`src/rtl/afs_pkg.sv`:
```
package afs_pkg;

  localparam int unsigned MAC_BYTES       = 12;
  localparam int unsigned OUTER_HDR_LEN   = 14;
  localparam logic [15:0] OUTER_TYPE_RESET = 16'h0642;
  localparam int unsigned IN_FIFO_DEPTH   = 8;

  // One input byte of the aggregate frame as it sits in the input queue.
  typedef struct packed {
    logic [7:0] data_byte;
    logic       frame_last;
  } in_item_t;

endpackage

```
`src/rtl/afs_in_if.sv`:
```
interface afs_in_if;
  logic       valid;
  logic       ready;
  logic [7:0] data_byte;
  logic       frame_last;

  modport source (output valid, output data_byte, output frame_last, input ready);
  modport sink   (input valid, input data_byte, input frame_last, output ready);
endinterface

```
`src/rtl/afs_out_if.sv`:
```
interface afs_out_if;
  logic       valid;
  logic       ready;
  logic [7:0] out_byte;
  logic       sub_last;
  logic       truncated;

  modport source (output valid, output out_byte, output sub_last, output truncated,
                  input ready);
  modport sink   (input valid, input out_byte, input sub_last, input truncated,
                  output ready);
endinterface

```
`src/rtl/afs_cfg_if.sv`:
```
interface afs_cfg_if;
  logic        valid;
  logic        ready;
  logic [15:0] outer_ether_type;

  modport source (output valid, output outer_ether_type, input ready);
  modport sink   (input valid, input outer_ether_type, output ready);
endinterface

```
`src/rtl/aggregate_frame_splitter_core.sv`:
```
// An accepted input byte is stored in the input queue, then in the output register.
// One input transaction per cycle while the queue has room; one result transaction per cycle
// while ready is high, set by the single output register, which sends 14-byte header bursts.
// The input queue (IN_FIFO_DEPTH entries) keeps taking bytes while a burst drains.
// Reset (rst_n, synchronous, active low) clears the queue, parser state and output register,
// and loads the outer EtherType register with 0x0642; the MAC store is not cleared.
module aggregate_frame_splitter_core #(
  parameter int unsigned IN_FIFO_DEPTH = afs_pkg::IN_FIFO_DEPTH
) (
  input  logic clk,
  input  logic rst_n,
  afs_in_if.sink    in_chan,
  afs_out_if.source out_chan,
  afs_cfg_if.sink   cfg_chan
);

  // Parser phase: outer header, sub-frame header, or sub-frame payload.
  typedef enum logic [1:0] {
    PH_OUTER,
    PH_SUBHDR,
    PH_PAYLOAD
  } phase_t;

  // Byte positions inside the 4-byte sub-frame header.
  localparam logic [1:0] SH_LEN_HI  = 2'd0;
  localparam logic [1:0] SH_LEN_LO  = 2'd1;
  localparam logic [1:0] SH_TYPE_HI = 2'd2;
  localparam logic [1:0] SH_TYPE_LO = 2'd3;

  localparam logic [3:0] MAC_LAST_IDX  = 4'(afs_pkg::MAC_BYTES - 1);
  localparam logic [3:0] TYPE_HI_IDX   = 4'(afs_pkg::MAC_BYTES);
  localparam logic [3:0] HDR_LAST_IDX  = 4'(afs_pkg::OUTER_HDR_LEN - 1);

  // ---------------------------------------------------------------------------
  // Configuration register. Writes are always taken.
  // ---------------------------------------------------------------------------
  logic [15:0] outer_type_r;

  assign cfg_chan.ready = 1'b1;

  always_ff @(posedge clk) begin
    if (!rst_n) begin
      outer_type_r <= afs_pkg::OUTER_TYPE_RESET;
    end else if (cfg_chan.valid) begin
      outer_type_r <= cfg_chan.outer_ether_type;
    end
  end

  // ---------------------------------------------------------------------------
  // Input queue. It decouples the link from the output, which stalls the parser
  // for the length of every rebuilt header burst.
  // ---------------------------------------------------------------------------
  afs_pkg::in_item_t wr_item;
  afs_pkg::in_item_t rd_item;
  logic              rd_valid;
  logic              rd_pop;

  assign wr_item.data_byte  = in_chan.data_byte;
  assign wr_item.frame_last = in_chan.frame_last;

  afs_fifo #(
    .DEPTH (IN_FIFO_DEPTH)
  ) u_fifo (
    .clk      (clk),
    .rst_n    (rst_n),
    .wr_valid (in_chan.valid),
    .wr_ready (in_chan.ready),
    .wr_data  (wr_item),
    .rd_valid (rd_valid),
    .rd_pop   (rd_pop),
    .rd_data  (rd_item)
  );

  // ---------------------------------------------------------------------------
  // Parser state.
  // ---------------------------------------------------------------------------
  phase_t      phase_r,    phase_nxt;
  logic [3:0]  hdr_pos_r,  hdr_pos_nxt;
  logic [7:0]  type_hi_r,  type_hi_nxt;
  logic [15:0] sub_len_r,  sub_len_nxt;
  logic [15:0] remain_r,   remain_nxt;
  logic [15:0] sub_type_r, sub_type_nxt;
  logic        drop_r,     drop_nxt;
  logic [7:0]  mac_r [afs_pkg::MAC_BYTES];
  logic        mac_we;

  // Header burst: after the last sub-header byte the 12 MAC bytes and the two type
  // bytes go out one per cycle while the output is ready. The first MAC byte enters the
  // output register as the sub-header byte is popped; burst_idx_r then walks positions 1..13.
  logic        burst_r,       burst_nxt;
  logic [3:0]  burst_idx_r,   burst_idx_nxt;
  logic        burst_last_r,  burst_last_nxt;
  logic        burst_trunc_r, burst_trunc_nxt;

  // Output register.
  logic        out_valid_r, out_valid_nxt;
  logic [7:0]  out_byte_r,  out_byte_nxt;
  logic        sub_last_r,  sub_last_nxt;
  logic        trunc_r,     trunc_nxt;

  logic        proc_go;
  logic [7:0]  b;
  logic        fl;
  logic [1:0]  sh_pos;
  logic [15:0] remain_dec;
  logic        pl_done;
  logic        sh_empty;

  // The parser advances whenever the output register is free or being emptied.
  assign proc_go    = !out_valid_r || out_chan.ready;
  assign rd_pop     = proc_go && !burst_r;
  assign b          = rd_item.data_byte;
  assign fl         = rd_item.frame_last;
  assign sh_pos     = hdr_pos_r[1:0];
  assign remain_dec = remain_r - 16'd1;
  assign pl_done    = (remain_dec == 16'd0);
  assign sh_empty   = (sub_len_r == 16'd0);

  always_comb begin
    phase_nxt       = phase_r;
    hdr_pos_nxt     = hdr_pos_r;
    type_hi_nxt     = type_hi_r;
    sub_len_nxt     = sub_len_r;
    remain_nxt      = remain_r;
    sub_type_nxt    = sub_type_r;
    drop_nxt        = drop_r;
    mac_we          = 1'b0;
    burst_nxt       = burst_r;
    burst_idx_nxt   = burst_idx_r;
    burst_last_nxt  = burst_last_r;
    burst_trunc_nxt = burst_trunc_r;
    out_valid_nxt   = out_valid_r && !out_chan.ready;
    out_byte_nxt    = out_byte_r;
    sub_last_nxt    = sub_last_r;
    trunc_nxt       = trunc_r;

    if (proc_go && burst_r) begin
      // Continue the rebuilt header from the stored MAC bytes and sub-frame type.
      out_valid_nxt = 1'b1;
      sub_last_nxt  = 1'b0;
      trunc_nxt     = 1'b0;
      if (burst_idx_r <= MAC_LAST_IDX) begin
        out_byte_nxt = mac_r[burst_idx_r];
      end else if (burst_idx_r == TYPE_HI_IDX) begin
        out_byte_nxt = sub_type_r[15:8];
      end else begin
        out_byte_nxt = sub_type_r[7:0];
        sub_last_nxt = burst_last_r;
        trunc_nxt    = burst_trunc_r;
      end
      if (burst_idx_r == HDR_LAST_IDX) begin
        burst_nxt = 1'b0;
      end
      burst_idx_nxt = burst_idx_r + 4'd1;
    end else if (rd_pop && rd_valid) begin
      if (drop_r) begin
        // The rest of a rejected frame is discarded.
      end else begin
        unique case (phase_r)
          PH_OUTER: begin
            if (hdr_pos_r <= MAC_LAST_IDX) begin
              mac_we = 1'b1;
            end else if (hdr_pos_r == TYPE_HI_IDX) begin
              type_hi_nxt = b;
            end else if ({type_hi_r, b} != outer_type_r) begin
              drop_nxt = 1'b1;
            end else begin
              phase_nxt = PH_SUBHDR;
            end
            hdr_pos_nxt = (hdr_pos_r < HDR_LAST_IDX) ? hdr_pos_r + 4'd1 : 4'd0;
            if (phase_nxt == PH_SUBHDR) begin
              hdr_pos_nxt = 4'd0;
            end
          end
          PH_SUBHDR: begin
            hdr_pos_nxt = {2'b00, sh_pos + 2'd1};
            unique case (sh_pos)
              SH_LEN_HI: begin
                sub_len_nxt = {b, 8'h00};
              end
              SH_LEN_LO: begin
                sub_len_nxt = {sub_len_r[15:8], b};
              end
              SH_TYPE_HI: begin
                type_hi_nxt = b;
              end
              SH_TYPE_LO: begin
                // Sub-header complete: start the 14-byte header burst.
                sub_type_nxt    = {type_hi_r, b};
                remain_nxt      = sub_len_r;
                hdr_pos_nxt     = 4'd0;
                phase_nxt       = sh_empty ? PH_SUBHDR : PH_PAYLOAD;
                burst_nxt       = 1'b1;
                burst_idx_nxt   = 4'd1;
                burst_last_nxt  = sh_empty || fl;
                burst_trunc_nxt = !sh_empty && fl;
                out_valid_nxt   = 1'b1;
                out_byte_nxt    = mac_r[0];
                sub_last_nxt    = 1'b0;
                trunc_nxt       = 1'b0;
              end
              default: begin
              end
            endcase
          end
          PH_PAYLOAD: begin
            // Payload bytes pass straight through; an early frame end marks a cut payload.
            remain_nxt    = remain_dec;
            out_valid_nxt = 1'b1;
            out_byte_nxt  = b;
            sub_last_nxt  = pl_done || fl;
            trunc_nxt     = !pl_done && fl;
            if (pl_done) begin
              phase_nxt   = PH_SUBHDR;
              hdr_pos_nxt = 4'd0;
            end
          end
          default: begin
            phase_nxt = PH_OUTER;
          end
        endcase
      end
      // The end of the aggregate frame always returns the parser to the outer header.
      if (fl) begin
        phase_nxt   = PH_OUTER;
        hdr_pos_nxt = 4'd0;
        drop_nxt    = 1'b0;
      end
    end
  end

  always_ff @(posedge clk) begin
    if (!rst_n) begin
      phase_r       <= PH_OUTER;
      hdr_pos_r     <= 4'd0;
      type_hi_r     <= 8'd0;
      sub_len_r     <= 16'd0;
      remain_r      <= 16'd0;
      sub_type_r    <= 16'd0;
      drop_r        <= 1'b0;
      burst_r       <= 1'b0;
      burst_idx_r   <= 4'd0;
      burst_last_r  <= 1'b0;
      burst_trunc_r <= 1'b0;
      out_valid_r   <= 1'b0;
      out_byte_r    <= 8'd0;
      sub_last_r    <= 1'b0;
      trunc_r       <= 1'b0;
    end else begin
      phase_r       <= phase_nxt;
      hdr_pos_r     <= hdr_pos_nxt;
      type_hi_r     <= type_hi_nxt;
      sub_len_r     <= sub_len_nxt;
      remain_r      <= remain_nxt;
      sub_type_r    <= sub_type_nxt;
      drop_r        <= drop_nxt;
      burst_r       <= burst_nxt;
      burst_idx_r   <= burst_idx_nxt;
      burst_last_r  <= burst_last_nxt;
      burst_trunc_r <= burst_trunc_nxt;
      out_valid_r   <= out_valid_nxt;
      out_byte_r    <= out_byte_nxt;
      sub_last_r    <= sub_last_nxt;
      trunc_r       <= trunc_nxt;
    end
  end

  // The MAC store carries no reset; every frame writes it before reading it.
  always_ff @(posedge clk) begin
    if (mac_we) begin
      mac_r[hdr_pos_r] <= b;
    end
  end

  assign out_chan.valid     = out_valid_r;
  assign out_chan.out_byte  = out_byte_r;
  assign out_chan.sub_last  = sub_last_r;
  assign out_chan.truncated = trunc_r;

endmodule

```
`src/rtl/afs_fifo.sv`:
```
module afs_fifo #(
  parameter int unsigned DEPTH = afs_pkg::IN_FIFO_DEPTH
) (
  input  logic              clk,
  input  logic              rst_n,
  input  logic              wr_valid,
  output logic              wr_ready,
  input  afs_pkg::in_item_t wr_data,
  output logic              rd_valid,
  input  logic              rd_pop,
  output afs_pkg::in_item_t rd_data
);

  localparam int unsigned PTR_W = (DEPTH > 1) ? $clog2(DEPTH) : 1;
  localparam int unsigned CNT_W = $clog2(DEPTH + 1);

  afs_pkg::in_item_t mem_r [DEPTH];
  logic [PTR_W-1:0]  wr_ptr_r;
  logic [PTR_W-1:0]  rd_ptr_r;
  logic [CNT_W-1:0]  count_r;
  logic              do_wr;
  logic              do_rd;

  assign wr_ready = (count_r != CNT_W'(DEPTH));
  assign rd_valid = (count_r != '0);
  assign rd_data  = mem_r[rd_ptr_r];
  assign do_wr    = wr_valid && wr_ready;
  assign do_rd    = rd_pop && rd_valid;

  always_ff @(posedge clk) begin
    if (!rst_n) begin
      wr_ptr_r <= '0;
      rd_ptr_r <= '0;
      count_r  <= '0;
    end else begin
      if (do_wr) begin
        wr_ptr_r <= (wr_ptr_r == PTR_W'(DEPTH - 1)) ? '0 : wr_ptr_r + PTR_W'(1);
      end
      if (do_rd) begin
        rd_ptr_r <= (rd_ptr_r == PTR_W'(DEPTH - 1)) ? '0 : rd_ptr_r + PTR_W'(1);
      end
      if (do_wr && !do_rd) begin
        count_r <= count_r + CNT_W'(1);
      end else if (do_rd && !do_wr) begin
        count_r <= count_r - CNT_W'(1);
      end
    end
  end

  always_ff @(posedge clk) begin
    if (do_wr) begin
      mem_r[wr_ptr_r] <= wr_data;
    end
  end

endmodule

```
`src/flat_wrapper.sv`:
```
// flat-port wrapper written by rule: the top's interface ports become plain ports
module aggregate_frame_splitter_core_flat 
#(
  parameter int unsigned IN_FIFO_DEPTH = afs_pkg::IN_FIFO_DEPTH
)
  (clk, rst_n, in_chan_valid, in_chan_data_byte, in_chan_frame_last, in_chan_ready, out_chan_valid, out_chan_out_byte, out_chan_sub_last, out_chan_truncated, out_chan_ready, cfg_chan_valid, cfg_chan_outer_ether_type, cfg_chan_ready);
  afs_in_if in_chan_i ();
  afs_out_if out_chan_i ();
  afs_cfg_if cfg_chan_i ();
  input  logic clk;
  input  logic rst_n;
  input wire logic [$bits(in_chan_i.valid)-1:0] in_chan_valid;
  input wire logic [$bits(in_chan_i.data_byte)-1:0] in_chan_data_byte;
  input wire logic [$bits(in_chan_i.frame_last)-1:0] in_chan_frame_last;
  output wire logic [$bits(in_chan_i.ready)-1:0] in_chan_ready;
  output wire logic [$bits(out_chan_i.valid)-1:0] out_chan_valid;
  output wire logic [$bits(out_chan_i.out_byte)-1:0] out_chan_out_byte;
  output wire logic [$bits(out_chan_i.sub_last)-1:0] out_chan_sub_last;
  output wire logic [$bits(out_chan_i.truncated)-1:0] out_chan_truncated;
  input wire logic [$bits(out_chan_i.ready)-1:0] out_chan_ready;
  input wire logic [$bits(cfg_chan_i.valid)-1:0] cfg_chan_valid;
  input wire logic [$bits(cfg_chan_i.outer_ether_type)-1:0] cfg_chan_outer_ether_type;
  output wire logic [$bits(cfg_chan_i.ready)-1:0] cfg_chan_ready;
  assign in_chan_i.valid = in_chan_valid;
  assign in_chan_i.data_byte = in_chan_data_byte;
  assign in_chan_i.frame_last = in_chan_frame_last;
  assign in_chan_ready = in_chan_i.ready;
  assign out_chan_valid = out_chan_i.valid;
  assign out_chan_out_byte = out_chan_i.out_byte;
  assign out_chan_sub_last = out_chan_i.sub_last;
  assign out_chan_truncated = out_chan_i.truncated;
  assign out_chan_i.ready = out_chan_ready;
  assign cfg_chan_i.valid = cfg_chan_valid;
  assign cfg_chan_i.outer_ether_type = cfg_chan_outer_ether_type;
  assign cfg_chan_ready = cfg_chan_i.ready;
  aggregate_frame_splitter_core #(.IN_FIFO_DEPTH(IN_FIFO_DEPTH)) u_core (.clk(clk), .rst_n(rst_n), .in_chan(in_chan_i), .out_chan(out_chan_i), .cfg_chan(cfg_chan_i));
endmodule
```
`config.mk`:
```
export PLATFORM = sky130hd
export DESIGN_NAME = aggregate_frame_splitter_core_flat
export DESIGN_NICKNAME = d
export VERILOG_FILES = /design/src/rtl/afs_pkg.sv /design/src/rtl/afs_in_if.sv /design/src/rtl/afs_out_if.sv /design/src/rtl/afs_cfg_if.sv /design/src/rtl/aggregate_frame_splitter_core.sv /design/src/rtl/afs_fifo.sv /design/src/flat_wrapper.sv
export SDC_FILE = /design/constraint.sdc
export NUM_CORES = 1
export LEC_CHECK = 0
export CAP_MARGIN = 15
export CORE_MARGIN = 2
export CORE_UTILIZATION = 34
export DETAILED_ROUTE_END_ITERATION = 7
export DONT_BUFFER_PORTS = 1
export GPL_ROUTABILITY_DRIVEN = 1
export SLEW_MARGIN = 5
export SYNTH_ARGS = -nofsm -noshare
export SYNTH_HDL_FRONTEND = slang
export SYNTH_SLANG_ARGS = --single-unit
```
`constraint.sdc`:
```
create_clock -name clk -period 2.73 [get_ports clk]
set_input_delay 0.546 -clock clk [delete_from_list [all_inputs] [get_ports clk]]
set_output_delay 0.546 -clock clk [all_outputs]
set_load 0.005 [all_outputs]
```
After elaboration in Yosys (flattened, before gate mapping)

Memory sizes are Yosys's and may differ from the RTL's. A register that Yosys moved wholly into a read port is not among the register bits.
Index checks and enable logic that the tools add are counted.

Add/sub/neg operators: 8
$lt $le $gt $ge: 3
Equal/unequal tests: 23
Mux-type cells: 86
Bitwise gates (word level): 3
Reduce and logical (&&, ||, !) cells: 44

Operators with widths:

| cell                                                                 | count |
|---|---|
| 8-bit two-way mux                                                    | 9 |
| 16-bit one-hot mux with 2 select lines                               | 2 |
| 4-bit two-way mux                                                    | 14 |
| 1-bit two-way mux                                                    | 36 |
| 16-bit zero test                                                     | 2 |
| 8-bit one-hot mux with 2 select lines                                | 2 |
| 5-bit AND reduction                                                  | 6 |
| 2-bit two-way mux                                                    | 13 |
| 16-bit two-way mux                                                   | 1 |
| 16-bit != test                                                       | 1 |
| 16-bit by 1-bit subtractor with 16-bit output, second input constant | 1 |
| 2-bit nonzero test                                                   | 7 |
| 4-bit by 1-bit adder with 4-bit output, second input constant        | 3 |
| 4-bit == test, second input constant                                 | 3 |
| 3-bit two-way mux                                                    | 4 |
| 4-bit one-hot mux with 3 select lines                                | 1 |
| 1-bit logical AND                                                    | 9 |
| 3-bit by 1-bit != test with 1-bit output, second input constant      | 3 |
| 4-bit less-or-equal comparator, second input constant                | 2 |
| 2-bit != test, second input constant                                 | 4 |
| 4-bit AND reduction                                                  | 2 |
| 4-bit nonzero test                                                   | 2 |
| 1-bit zero test                                                      | 7 |
| 7-bit AND reduction                                                  | 1 |
| 17 further kinds                                                     | 32 |

Register bits: 107
Memory bits (writable): 168
Bits of input ports: 30
Output and inout port bits: 13
Logic and storage cells: 189
Memories kept: 2

Memories:

| name                | words | width | read ports | clocked after Yosys merged registers in | wr ports | RTL line                            | RTL |
|---|---|---|---|---|---|---|---|
| u_core.mac_r        | 12    | 8     | 2          | 1                                       | 1        | aggregate_frame_splitter_core.sv:84 | `logic [7:0] mac_r [afs_pkg::MAC_BYTES];` |
| u_core.u_fifo.mem_r | 8     | 9     | 1          | 1                                       | 1        | afs_fifo.sv:17                      | `afs_pkg::in_item_t mem_r [DEPTH];` |

Depth between registers and ports, before layout

Gate-level depths: netlist of run 1.

Word-level depth: 13
Gate-level depth with buffers: 12

By module

From an unflattened synthesis of run 1, not the netlist that was laid out.

Cells, all modules: 982
Area total of the unflattened synthesis: 12,434.4 um^2

Modules (own cells, without submodules):

| module                        | times used | cells each | area an instance (um^2) | seq. area each (um^2) |
|---|---|---|---|---|
| aggregate_frame_splitter_core | 1          | 803        | 8,978.6                 | 4,904.7 |
| afs_fifo                      | 1          | 179        | 3,455.8                 | 2,422.3 |

Worst setup path after synthesis of run 1

No wires, ideal clock.

Kind: input -> register
From: input port out_chan_ready
To: register u_core.u_fifo.count_r[3]
Library setup time: 0.076 ns
Arrival: 2.627 ns
Data required time: 2.654 ns
Slack: 0.027 ns
Cell stages on the path: 12
Path buffers: 1
Cells stage by stage: nand2b_1 > nor2b_1 > nand2b_1 > clkbuf_1 > ha_1 > inv_1 > ha_1 > a21o_1 > a21oi_1 > xnor2_1 > or3_1 > a21boi_0

Cells in the longest elaborated chain, start to end: 6

Ends and longest elaborated chain:

| item                                                    | RTL line                             | RTL |
|---|---|---|
| start: declaration                                      | flat_wrapper.sv:20                   | `input wire logic [$bits(out_chan_i.ready)-1:0] out_chan_ready;` |
| 1-bit logical OR (*)                                    | aggregate_frame_splitter_core.sv:110 | `assign proc_go = !out_valid_r \|\| out_chan.ready;` |
| 1-bit logical AND (*)                                   | aggregate_frame_splitter_core.sv:111 | `assign rd_pop = proc_go && !burst_r;` |
| 1-bit logical AND (*)                                   | afs_fifo.sv:28                       | `assign do_rd = rd_pop && rd_valid;` |
| 1-bit zero test                                         | afs_fifo.sv:42                       | `if (do_wr && !do_rd) begin` |
| 1-bit logical AND                                       | afs_fifo.sv:42                       |  |
| 4-bit two-way mux or 2-bit nonzero test (tied branches) | --                                   |  |
| end signal: assignment                                  | afs_fifo.sv:43                       | `count_r <= count_r + CNT_W'(1);` |
| end signal: assignment                                  | afs_fifo.sv:45                       | `count_r <= count_r - CNT_W'(1);` |
| end: declaration                                        | afs_fifo.sv:20                       | `logic [CNT_W-1:0] count_r;` |

Every way passes the cells marked *; elsewhere a longest branch is shown, timed or not.
A chain may end at the register's enable or synchronous reset.

Worst setup path after layout of run 1

From: register u_core.remain_r[4]
To: register u_core.hdr_pos_r[3]

Cells in the longest elaborated chain, start to end: 4

Ends and longest elaborated chain:

| item                                                      | RTL line                             | RTL |
|---|---|---|
| start: declaration                                        | aggregate_frame_splitter_core.sv:81  | `logic [15:0] remain_r, remain_nxt;` |
| start signal: assignment                                  | aggregate_frame_splitter_core.sv:254 | `remain_r <= remain_nxt;` |
| 16-bit by 1-bit subtractor with 16-bit output             | aggregate_frame_splitter_core.sv:115 | `assign remain_dec = remain_r - 16'd1;` |
| 16-bit zero test                                          | aggregate_frame_splitter_core.sv:116 | `assign pl_done = (remain_dec == 16'd0);` |
| 3-bit by 1-bit != test with 1-bit output (no source line) | --                                   |  |
| 5-bit AND reduction (no source line)                      | --                                   |  |
| end signal: assignment                                    | aggregate_frame_splitter_core.sv:251 | `hdr_pos_r <= hdr_pos_nxt;` |
| end: declaration                                          | aggregate_frame_splitter_core.sv:78  | `logic [3:0] hdr_pos_r, hdr_pos_nxt;` |

Every way passes these cells.

==> results.md, run 1 <==
- The cell with the biggest individual delay on the critical path is or4_1.
- In the final routed layout, each cell accounts on average for about 19 um.
- In this design, the stage delay of the slowest critical-path cell is just under 500 ps.
- The Yosys step of the flow raised 0 warnings.
- The flow ran to the end, and the final reports show no timing, DRC or antenna violations.
- In this run the cell area of the synthesized design comes to 0.0125 mm2.
- The static leakage power is around 5 nW.
- The first-pass GRT wire length is around 45 mm.
- For the worst setup path, the data required time is roughly 3200 ps.
- The detail route stage leaves a number of antenna-violating nets equal to 0.
- The biggest area consumer among synthesized cells is edfxtp_1.
- The setup path with the least slack is of type reg -> reg.
- In this run, CTS created clock tree buffers numbering 29.
- Detailed placement finished with a half-perimeter wire length of between 15 and 20 mm.
- The ratio of total power to cell area is around 830 mW/mm2.
- In this run, the number of DRC markers left after iteration 0 of detailed routing was approximately 600.
- The flop-to-flop setup slack is roughly 140 ps.
- The layout cell share with drive strength beyond 1 is approximately 15%.
- The routed via count divided by cell count is 5.18.
- The worst setup path is captured at a flip-flop.
- Once the floorplan was initialized, standard cells occupied between 30% and 40% of the core.
- Of all flip-flops after synthesis, the portion carrying an async set or reset was 0%.
- The total grt overflow is 0.
- Counting instances, the worst hold path has a depth of 0.
- Global routing consumed, over all layers together, between 10 and 15% of the routing resources.
- The global placer's final weighted congestion is ~0.84.
- The root buffer cell chosen for the clock tree is clkbuf_16.
- In the finished design, the share of the clock period the worst path needs comes to 95.0%.
- Following the worst setup path forward leads to its endpoint at u_core.hdr_pos_r[3]$_SDFFE_PN0P_.
- The repair_antennas step left the layout with diodes totalling 0.
- The signal on the critical path passes through nor4_4 > buf_4 > nand3_1 > xnor2_1 > nand4bb_4 > o31a_1 > or4_1 > a21oi_1.
- The floorplan step set the die height to 196 um.
- Summing all placed instances gives a cell area of about 0.013 mm2.
- Sequential elements use roughly 60% of the synthesized area.
- In the routed design, unresolved DRC markers number 0.
- The number of enable-type register cells in the synthesized netlist is about 170.
- VDD sags by at most approximately 560 uV.
- The number of maximum-capacitance constraint violations is 0.
- For the worst-skew pair, the clock arrives at the later sink with an insertion delay of approximately 550 ps.
- The number of nets in the synthesized netlist is 1,066.
- The total vias in the final route is approximately 7,900.
- The number of global-route vias before repair is about 8,000.
- Among all flip-flop cells after synthesis, the most frequent one is edfxtp_1.
- The clock transition at the register clock pins on the worst setup and hold paths after CTS is ~60 ps.
- Summed over all layers, the routed wires come to roughly 29 mm.
- On the final layout, the worst clock skew is between 10 and 15 ps.
- Yosys attributes the largest share of cell area to edfxtp_1, dfxtp_1, mux4_2.
- The number of antenna violations at the first check in global routing is 0.
- Buffers inserted to repair hold after CTS numbered 0.
- Hold timing on the final database bottoms out at a slack of around 87 ps.
- The die is just under 200 um wide.
- The average instance in the mapped netlist occupies roughly 12 um2.
- The number of failing hold endpoints at the final stage is 0.
- The start point of the critical path is u_core.remain_r[4]$_SDFFE_PN0P_.
- In this run the number of H-tree levels came out at 1.
- 43 I/O pins were placed.
- The final setup TNS is 0 ps.
- The core utilization of the finished layout is about two fifths.
- The number of different library cells used by synthesis comes to 62.
- After routing the design area is about 0.014 mm2.
- The destination of the worst register-to-register timing path is u_core.hdr_pos_r[3]$_SDFFE_PN0P_.
- The number of optimization iterations in the first detailed-route pass is 5.
- The number of nets in the layout is between 1,000 and 1,500.
- Setup violations remaining at the end of the flow were counted as 0.
- The minimum clock period after layout is 2590 ps.
- For this run, the top clock speed supported by timing is roughly 390 MHz.
- The startpoint identified for the worst register-to-register timing path is u_core.remain_r[4]$_SDFFE_PN0P_.
- The total power is between 10 and 15 mW.
- The die outline area is between 0.03 and 0.04 mm2.
- The number of cells on the worst reg-to-reg path is 8.
- The worst setup path is launched from a flip-flop.
- The share of the synthesized area in the top cell type is between 40% and 50%.
- For this design, the sink count on the clock tree is ~280.
- The largest net degree at the start of global routing is 108.
- STA puts the critical path data arrival time at 3080 ps.
- The type of the tightest min-delay check is in -> reg.
- Synthesis handed over a netlist of roughly 1,000 instances.
- The synthesized flop and latch total is around 280.
- The floorplan step defined a core boundary enclosing ~0.036 mm2.
- The measured slew at the worst slew-check pin is between 800 and 900 ps.
- The worst pin sits at a relative slew slack of between 40% and 50%.
- Of all nets on the critical path, the largest fanout is 7.
- The number of pins exceeding their max-slew limit in the final report is 0.
- From synthesis to final layout, the design area changed by 14.8%.
- TritonCTS built the clock tree.
- In this run the core area contains 70 standard-cell rows.
- The total of buffers placed on input and output ports is 0.
- The clock tree buffer depth is 3.
cells by family (layout without fill, tap and decap cells):
| kind of cell | Yosys count | in the layout | share of synthesized area (%) |
|---|---|---|---|
| muxes | 96 | 96 | 11.1 |
| adders and majority gates | 22 | 22 | 2.26 |
| AOI/OAI and AO/OA | 183 | 183 | 9.92 |
| xor gates and xnor gates | 23 | 23 | 1.61 |
| buffers and inverters | 83 | 133 | 2.77 |
| DFF | 282 | 282 | 58.6 |
| other | 1 | 1 | 0.0300 |
| and+or+nand+nor | 324 | 324 | 13.8 |
worst min path at each step:
stage | start | end | slack, ps
4_1_cts | in_chan_data_byte[6] | u_core.u_fifo.mem_r[0][7]$_DFFE_PP_ | 60
5_1_grt | in_chan_data_byte[2] | u_core.u_fifo.mem_r[1][3]$_DFFE_PP_ | 60
3_5_place_dp | u_core.sub_type_r[3]$_SDFFE_PN0P_ | u_core.sub_type_r[3]$_SDFFE_PN0P_ | 450
2_1_floorplan | u_core.drop_r$_SDFFE_PN0P_ | u_core.drop_r$_SDFFE_PN0P_ | 440
6_report | in_chan_frame_last | u_core.u_fifo.mem_r[4][0]$_DFFE_PP_ | 90
3_3_place_gp | u_core.sub_type_r[3]$_SDFFE_PN0P_ | u_core.sub_type_r[3]$_SDFFE_PN0P_ | 440
cell usage in the layout, fill, tap and decap left out, types with 21 or more instances in the layout:
| master | synthesis | routed |
|---|---|---|
| mux2i_1 | 61 | 61 |
| clkbuf_16 | 0 | 31 |
| o21ai_0 | 33 | 32 |
| edfxtp_1 | 168 | 168 |
| nor2_1 | 51 | 51 |
| dfxtp_1 | 114 | 114 |
| a21boi_0 | 21 | 21 |
| a21oi_1 | 46 | 46 |
| mux4_2 | 34 | 34 |
| buf_4 | 2 | 57 |
| and2_1 | 22 | 22 |
| nor2b_1 | 58 | 58 |
| nand2_1 | 96 | 96 |
final cells by class:
class | instances | area (um2)
Inverter | 19 | 71.3
Multi-Input combinational cell | 649 | 4890
Sequential cell | 282 | 7330
Tap cell | 468 | 586
Clock buffer | 38 | 843
Fill cell | 3474 | 22100
Timing Repair Buffer | 62 | 519
Clock inverter | 14 | 124
where the power goes:
part | internal (mW) | leakage (nW) | switching, mW
Clock | 2.36 | 0.481 | 1.63
Combinational | 1.10 | 1.99 | 1.62
Sequential | 5.09 | 2.45 | 0.162
worst max-delay path, delay by kind of cell, from the launching register on:
kind | cells | cell delay, ps
compound gates | 2 | 480
buf+inv | 1 | 220
xor+xnor | 1 | 190
simple gates | 4 | 1250
flops | 1 | 390
cells in the mapped netlist (all sizes together), types with 13 or more instances:
master,count
nor2b,58
dfxtp,114
nor3,18
and2,22
edfxtp,168
xnor2,19
o21ai,35
nor2,52
ha,21
nor3b,16
clkbuf,51
nand2,96
a211oi,14
inv,19
mux4,34
mux2i,61
buf,13
nand3,16
a21oi,46
a21boi,22
routing by layer:
layer / wire, um / track usage, % / vias up
met1: 12900 / 20.2 / 3873
met5: 0 / 0 / -
met2: 13600 / 24.7 / 192
met3: 1310 / 2.44 / 54
met4: 821 / 4.38 / 0
li1: - / - / 3812
state kept, by name, summed over array words and instances (netlist names), 2 cells and up, named ones only:
name and cells:
u_core.sub_type_r 16, u_core.phase_r 2, u_core.outer_type_r 16, u_core.remain_r 16, u_core.type_hi_r 8, u_core.u_fifo.rd_ptr_r 3
u_core.u_fifo.count_r 4, u_core.u_fifo.wr_ptr_r 3, u_core.hdr_pos_r 4, u_core.burst_idx_r 4, u_core.u_fifo.mem_r 72, u_core.sub_len_r 16
u_core.mac_r 96, u_core.out_chan.out_byte 8
stage by stage:
step                      setup slack [ps]  instances
after detailed placement             -19.1       1477
after floorplan                       27.2       1014
after global routing                 -30.7       1532
after CTS                             19.8       1532
after global placement               -22.8       1477
final                                  136       1532
timing repair:
action	4_1_cts	5_1_grt
gates cloned	0	0
gates resized for setup	0	9
endpoints found under the setup margin	1	6
endpoints found under the hold margin	0	0
pin swaps	1	1
setup buffers	3	0
Note: power is estimated with default switching activity, not from simulation.
==> run 2, diff against run 1 <==
MAX_ROUTING_LAYER = met4   (was default)
SYNTH_HIERARCHICAL = 1   (was default)
==> run 2 against run 1 <==
  * Utilization up 0.37 points
  * Cell count down 1.0%
  * Synthesized cell count down 3.2%
  * Sequential cell count unchanged
  * Design area up 0.71%
  * First-iteration DRC count up 22%
  * Setup slack worse by 76 ps
  * Total power up 1.1%
  * Critical path type unchanged
  * Die area down 0.62%
  * Highest routed layer unchanged
  * Sequential power about the same
  * Via count up 0.66%
==> results.md, run 2 <==
- The run finished with clean final reports.
- The minimum clock period after layout is between 2000 and 3000 ps.
- The residual DRC count is 0.
- The share of the clock period used by the worst path after layout is between 90% and 100%.
- The worst setup path is captured at a flip-flop.
- The number of global-route vias before repair came to between 7,000 and 8,000.
- The maximum clock skew at final layout is 7.41 ps.
- The first TritonRoute pass finished after 4 iterations.
- Excluding fillers, the count of instances in the completed layout stands at ~1,500.
- The core region is between 0.03 and 0.04 mm2.
- The layout cell share with drive strength beyond 1 is between 10% and 20%.
- Setup violations remaining at the end of the flow were counted as 0.
- The prevailing post-synth register cell is edfxtp_1.
- Among all cell types in the netlist, the one instantiated most often is edfxtp_1.
- Entering global routing, the biggest net connects 80 pins.
- The endpoint of the worst hold-timing path is u_core/outer_type_r[9]$_SDFFE_PN1P_.
- The startpoint identified for the worst hold timing path is rst_n.
- The tree built by TritonCTS fans out to 282 sinks.
- The cell row count is 70.
- Counting instances, the worst hold path has a depth of 1.
- The count of routing violations after the opening detailed-route iteration is ~720.
- Counting the fill cells in the layout gives about 3,400.
- The ratio of total power to cell area is roughly 840 mW/mm2.
- The critical path startpoint category is a flip-flop.
- The post-detailed-placement half-perimeter wirelength is a little under 20 mm.
- After detailed routing, the average wire length per cell comes to about 20 um.
- The arrival time at the worst endpoint is a little over 3000 ps.
- The first global-routing pass estimated about 46 mm of wire.
- The die covers around 0.038 mm2.
- Static timing analysis puts the maximum clock frequency at between 300 and 400 MHz.
- The type of the setup path with the least slack is reg -> reg.
- The critical path's top delay family is multiplexers.
- The total standard cell area after synthesis is 0.0124 mm2.
- Cells fill 39.8% of the core in the end.
- In the final layout, the registers with the most flip-flops are u_core/mac_r x96, u_core/u_fifo/mem_r x72.
- The destination of the worst register-to-register timing path is u_core/phase_r[1]$_SDFFE_PN0P_.
- The cell with the biggest individual delay on the critical path is mux4_1.
- The library cell used most frequently in the layout, excluding fill and tap cells, is edfxtp_1.
- At the worst endpoint, the required time is around 3200 ps.
- The critical path goes through clkbuf_16 > mux4_1 > mux2_4 > xor2_1 > nor4_2 > nand4_1 > o311a_1 > a21oi_2 > o22ai_1.
- The register with the most flip-flops in the layout has 96 of them.
- The synthesized flop and latch total is about 280.
- The register area share after synthesis is between 50% and 60%.
- The register with the highest flop count is u_core/mac_r.
- The detailed router placed ~8,000 vias in this run.
- The Yosys warning count is 6.
- The worst-case headroom to the max-slew limit is about two fifths.
- The clock network latency to the later pin of the worst-skew pair is around 550 ps.
- Global routing used between 15 and 20% of the available tracks across all layers.
- The chip width is slightly below 200 um.
- Setup total negative slack on the finished layout was measured at 0 ps.
- The clock tree buffer depth is 3.
- Input and output buffers added on the ports amount to 0.
- Each instance of the synthesized netlist takes up on average 12.7 um2.
- The effective utilization at floorplan is approximately a third.
- The number of failing hold endpoints at the final stage is 0.
- The distinct cell type count of the synthesized netlist is between 70 and 80.
- During I/O placement, the number of pins put on the boundary was between 40 and 50.
- The post-detailed-route count of antenna-violating nets is 0.
- The growth of design area from synthesis to finish is 16.3%.
- The largest total area in the synthesized netlist belongs to edfxtp_1.
- The number of antenna violations at the first check in global routing came to 2.
- The global placer's final weighted congestion is between 0.8 and 0.9.
- The number of enable-type register cells in the synthesized netlist is 168.
- Setup repair after global routing could not meet its margin everywhere.
- The chip height is roughly 200 um.
- Leaving out fill and tap cells, the most frequent cells in the layout are edfxtp_1, dfxtp_1, nand2_1.
- When the netlist entered floorplanning its net count stood at slightly above 1,000.
- The clock tree from TritonCTS is yes.
- The highest fanout seen on the critical path is 8.
- After synthesis, the cell types taking the most area are edfxtp_1, dfxtp_1, mux4_2.
- The measured slew at the worst slew-check pin is between 900 and 1000 ps.
- Counting cells, the worst reg-to-reg path comes to 9.
- The fraction of registers with async set or reset after synthesis is 0%.
- The total CTS buffers is 29.
- Counting tap cells, the placed design contains a total of roughly 1,500 instances.
- Hold is met by between 60 and 70 ps.
- The number of buffers and inverters on the critical path is 1.
- The static leakage power is 4.99 nW.
- The commonest cells after synthesis are edfxtp_1, dfxtp_1, nand2_1.
- The path class of the tightest hold or removal check is in -> reg.
- The number of pins exceeding their max-slew limit in the final report is 0.
- VDD sags by at most a little over 600 uV.
- At the end of the flow, the number of nets in the layout was about 1,100.
- The flop-to-flop setup slack is 60 ps.
- The share of the synthesized area in the top cell type is approximately two fifths.
- The instance count of the mapped netlist is a little under 1,000.
- For this run the aggregate overflow at the end of global routing stands at 0.
- Summing internal, switching and leakage power gives about 12 mW.
- The largest single stage delay on the critical path is 560 ps.
- The routed via count divided by cell count is 5.27.
- After clock tree synthesis, the clock-pin slew on the worst setup and hold paths is ~60 ps.
- The number of levels the H-tree was split into is 1.
- The number of maximum-capacitance constraint violations is 0.
- CTS placed an instance of clkbuf_16 at the clock tree root.
- The final layout contains routed wiring with a total length of between 20 and 30 mm.
- In this run the number of cells on the critical path is 9.
==> run 2: cell types whose count changed after synthesis, sizes merged, moves of 8 or more <==
cell,change
a21boi,-14
nor2b,-52
xnor2,-16
mux4,+8
mux2i,-11
mux2,+8
a21oi,+16
xor2,+15
nand2,+10
nor2,+21
o211ai,+10
clkbuf,-8
==> run 2: cell type report <==
type,count,area [um2],area share (%)
Timing Repair Buffer,71,643,4.45
Multi-Input combinational cell,621,4810,33.3
Inverter,18,67.6,0.467
Clock buffer,33,771,5.33
Sequential cell,282,7330,50.7
Antenna cell,2,5.00,0.0346
Tap cell,468,586,4.05
Clock inverter,21,245,1.70
==> run 2: power by group <==
part,switching (mW),internal [mW]
clock,1.68,2.50
sequential,0.160,5.08
combinational,1.54,1.13
==> run 2: per-layer routing <==
metal / wire [um] / share of wire (%) / track usage, %
met5: 0 / 0 / -
met4: 821 / 2.8 / 4.44
met3: 1820 / 6.1 / 3.40
met2: 13600 / 46 / 24.9
met1: 13400 / 45 / 21.2
==> run 2: kinds of logic after synthesis <==
family,Yosys count,synth area share (%)
buffers and inverters,79,3.13
XOR/XNOR,22,1.55
AO/OA/AOI/OAI,181,9.39
adder cells (fa/ha/maj),21,2.17
AND/OR/NAND/NOR,295,11.8
other,1,0.0302
flip-flops,282,58.9
multiplexers,101,13.0
==> run 2: stage by stage <==
step / setup WS (ps) / instance area, um2
finish: 60.0 / 14500
global placement: -11.6 / 13300
CTS: -6.31 / 14300
floorplan: 12.4 / 12400
global route: -88.8 / 14500
detailed placement: -42.1 / 13300
==> run 2: worst max-delay path by stage <==
stage                                     from                                to  slack [ps]
6_report                             flip-flop    u_core/phase_r[1]$_SDFFE_PN0P_          60
5_1_grt                              flip-flop    u_core/phase_r[1]$_SDFFE_PN0P_         -90
4_1_cts                              flip-flop    u_core/phase_r[0]$_SDFFE_PN0P_          -6
3_5_place_dp                         flip-flop    u_core/phase_r[1]$_SDFFE_PN0P_         -40
3_3_place_gp                         flip-flop    u_core/phase_r[1]$_SDFFE_PN0P_         -10
2_1_floorplan  u_core/remain_r[0]$_SDFFE_PN0P_  u_core/hdr_pos_r[3]$_SDFFE_PN0P_          10
==> run 2: timing repair <==
item	4_1_cts	5_1_grt
pin swaps	1	8
setup endpoints to repair	3	7
hold buffers	0	0
gates resized for setup	2	30
cloned	0	2
buffers inserted	0	2
==> run 3, diff against run 2 <==
CTS_BUF_LIST = sky130_fd_sc_hd__clkbuf_2 sky130_fd_sc_hd__clkbuf_4 sky130_fd_sc_hd__clkbuf_8   (was default)
==> run 3 against run 2 <==
  * The run now ends with negative setup slack left
  * Sequential share of layout area down 0.083 points
  * First-iteration DRC count down 20%
  * Die area unchanged
  * Worst hold slack worse by 5.3 ps
  * Critical path type unchanged
  * Highest routed layer unchanged
==> results.md, run 3 (synthesis results as in run 2) <==
- The run finished, with violations left.
- The checks that failed: negative setup slack.
- The register with the highest flop count is u_core/mac_r.
- Global routing used between 20% and 30% of the available met2 tracks.
- The endpoint of the worst hold-timing path is u_core/outer_type_r[9]$_SDFFE_PN1P_.
- The chip height is between 150 and 200 um.
- At the pin with the least slew margin, the transition time is just over 900 ps.
- Clock latency on the worst-skew pair, taken at its later pin, is 550 ps.
- The worst setup path is captured at a flip-flop.
- The static leakage power is a little over 5 nW.
- The met1 track demand over resource is a little over a fifth.
- The highest fanout seen on the critical path is 8.
- STA puts the critical path data required time at about 3200 ps.
- For the finished layout, the period the worst path requires is roughly 2800 ps.
- The worst register-to-register path has a depth of 10.
- In the global route stage, met3 resource usage came out at between 4 and 5%.
- The maximum clock skew at final layout is approximately 16 ps.
- The total vias in the final route is between 8,000 and 9,000.
- The total grt overflow is 0.
- The critical path startpoint category is a flip-flop.
- Entering global routing, the biggest net connects 80 pins.
- The critical path is of the reg -> reg type.
- The die outline area is ~0.038 mm2.
- The worst hold path startpoint is rst_n.
- In this run the core area contains 70 standard-cell rows.
- The number of antenna violations at the first check in global routing is 3.
- The number of global-route vias before repair is 8,097.
- Setup repair after global routing could not meet its margin everywhere.
- The first detailed-routing pass took 6 iterations.
- The number of failing hold endpoints at the final stage is 0.
- The share of the clock period used by the worst path after layout is 101%.
- Leaving out fill and tap cells, the most frequent cell in the layout is edfxtp_1.
- In the routed design, unresolved DRC markers number 0.
- Clock-pin slew was measured on the worst setup and hold paths at approximately 60 ps.
- Once detail routing completed, the nets flagged for antenna violations numbered 0.
- The arrival time at the worst endpoint is between 3000 and 4000 ps.
- The routed via count divided by cell count is 5.17.
- The largest registers in the layout are u_core/mac_r x96, u_core/u_fifo/mem_r x72.
- The clock tree buffer depth is 3.
- Summed over all layers, the routed wires come to 29.8 mm.
- The root buffer cell chosen for the clock tree is clkbuf_8.
- The count of routing violations after the opening detailed-route iteration is 581.
- The congestion estimate from routability-driven global placement came to 0.850.
- In this run the register-to-register setup slack is -30 ps.
- The total of endpoints with negative setup slack in the final report is 1.
- Leaving out fill and tap cells, the most frequent cells in the layout are edfxtp_1, dfxtp_1, nand2_1.
- The number of flip-flops in the largest register is 96.
- In this run the count of I/O pins placed on the die edge is 43.
- The first global-routing pass estimated 46.6 mm of wire.
- The highest ir drop seen on vdd is 531 uV.
- Global routing used between 15 and 20% of the available tracks.
- The setup slack at placement is -42.1 ps.
- The worst register-to-register path ends at u_core/phase_r[1]$_SDFFE_PN0P_.
- After clock tree synthesis, the flow added hold-fix buffers numbering 0.
- The path class of the tightest hold or removal check is in -> reg.
- The total CTS buffers is 47.
- The initial utilization of the core area, before any placement, comes to about a third.
- The count of buffers added on input and output ports is 0.
- Compared with the post-synthesis result, the final layout area differs by 16.5%.
- The number of cells traversed by the worst hold path is 1.
- The layout has ~3,400 filler cells.
- In the final layout, the share of cells above drive strength 1 is 20.7%.
- After layout, the worst setup slack is -26.4 ps.
- The ratio of total power to cell area is a little over 800 mW/mm2.
- The number of pins exceeding their max-slew limit in the final report is 0.
- For this run, the post-layout net count is ~1,100.
- The chip width is ~200 um.
- Detailed placement finished with a half-perimeter wire length of roughly 20 mm.
- CTS saw 282 sinks.
- The clock tree from TritonCTS is yes.
- The H-tree was split into 2 levels.
- The tool flagged a number of max-cap violations equal to 0.
- The upper clock frequency limit is roughly 360 MHz.
- The layer flagged by global routing as most heavily used is met2.
- The floorplan step defined a core boundary enclosing between 0.03 and 0.04 mm2.
- After detailed routing, the average wire length per cell comes to between 15 and 20 um.
- In this run the tightest slew margin relative to its limit is 39.1%.
- The total power is roughly 12 mW.
[run 3: cell count changes in the layout (fill, tap and decap cells not counted), sizes merged]
cell      before  now
clkbuf        35   72
inv           19   18
clkinvlp       5    2
bufinv         5    3
buf           69   72
diode          2    3
[run 3: per-layer routing]
| metal | wire, um | up-vias | share of wire (%) |
|---|---|---|---|
| met4 | 684 | 0 | 2.3 |
| met5 | 0 | - | 0 |
| met3 | 1890 | 43 | 6.3 |
| met2 | 13700 | 192 | 46 |
| met1 | 13500 | 3965 | 45 |
| li1 | - | 3824 | - |
[run 3: how the worst max path moves through the flow]
stage | from | endpoint | slack, ps | depth (start not counted)
global placement | flip-flop | u_core/phase_r[1]$_SDFFE_PN0P_ | -10 | 9
detailed placement | flip-flop | u_core/phase_r[1]$_SDFFE_PN0P_ | -40 | 9
CTS | flip-flop | u_core/phase_r[0]$_SDFFE_PN0P_ | -3 | 10
global route | flip-flop | u_core/phase_r[1]$_SDFFE_PN0P_ | -190 | 10
floorplan | u_core/remain_r[0]$_SDFFE_PN0P_ | u_core/hdr_pos_r[3]$_SDFFE_PN0P_ | 10 | 11
finish | flip-flop | u_core/phase_r[1]$_SDFFE_PN0P_ | -30 | 10
[run 3: worst max-delay path, stage by stage, from the launching register on]
cell and delay (ps):
dfxtp_2 340, buf_12 130, buf_12 130, mux4_2 490, mux2_4 300, xor2_1 170, nor4_2 250, nand4_1 210
o311a_1 400, a21oi_2 110, o22ai_1 90
[run 3: per-stage QoR]
stage               util (%)  cell area (um2)  setup TNS, ps  std cells  hold slack (ps)
finish                  39.8            14500          -26.4       1551             60.0
global route            39.8            14500           -334       1551             23.6
CTS                     39.5            14400          -2.80       1543             28.0
detailed placement      36.6            13300          -75.6       1456              446
global placement        36.6            13300          -11.6       1456              441
floorplan                  -            12400              0        982              432
[run 3: repair_timing]
| item | in CTS | in global routing |
|---|---|---|
| gates cloned | 0 | 0 |
| buffers inserted | 0 | 5 |
| endpoints found under the hold margin | 0 | 0 |
| setup endpoints to repair | 3 | 7 |
| gates resized for setup | 2 | 23 |
| pin swaps | 1 | 11 |
[run 3: layout make-up]
| type | count | area (um2) | share of cell area, % |
|---|---|---|---|
| tap | 468 | 586 | 4.04 |
| timing repair buffer | 72 | 641 | 4.42 |
| clock buffer | 72 | 910 | 6.28 |
| clock inverter | 15 | 154 | 1.06 |
| inverter | 18 | 67.6 | 0.467 |
| antenna | 3 | 7.51 | 0.0518 |
| sequential | 282 | 7330 | 50.6 |
| multi-input combinational | 621 | 4780 | 33.0 |
[run 3: power breakdown]
part	internal [mW]	total [mW]	switching, mW
combinational	1.11	2.66	1.54
sequential	5.08	5.23	0.148
clock	2.42	4.09	1.68
total	8.61	12.0	3.37
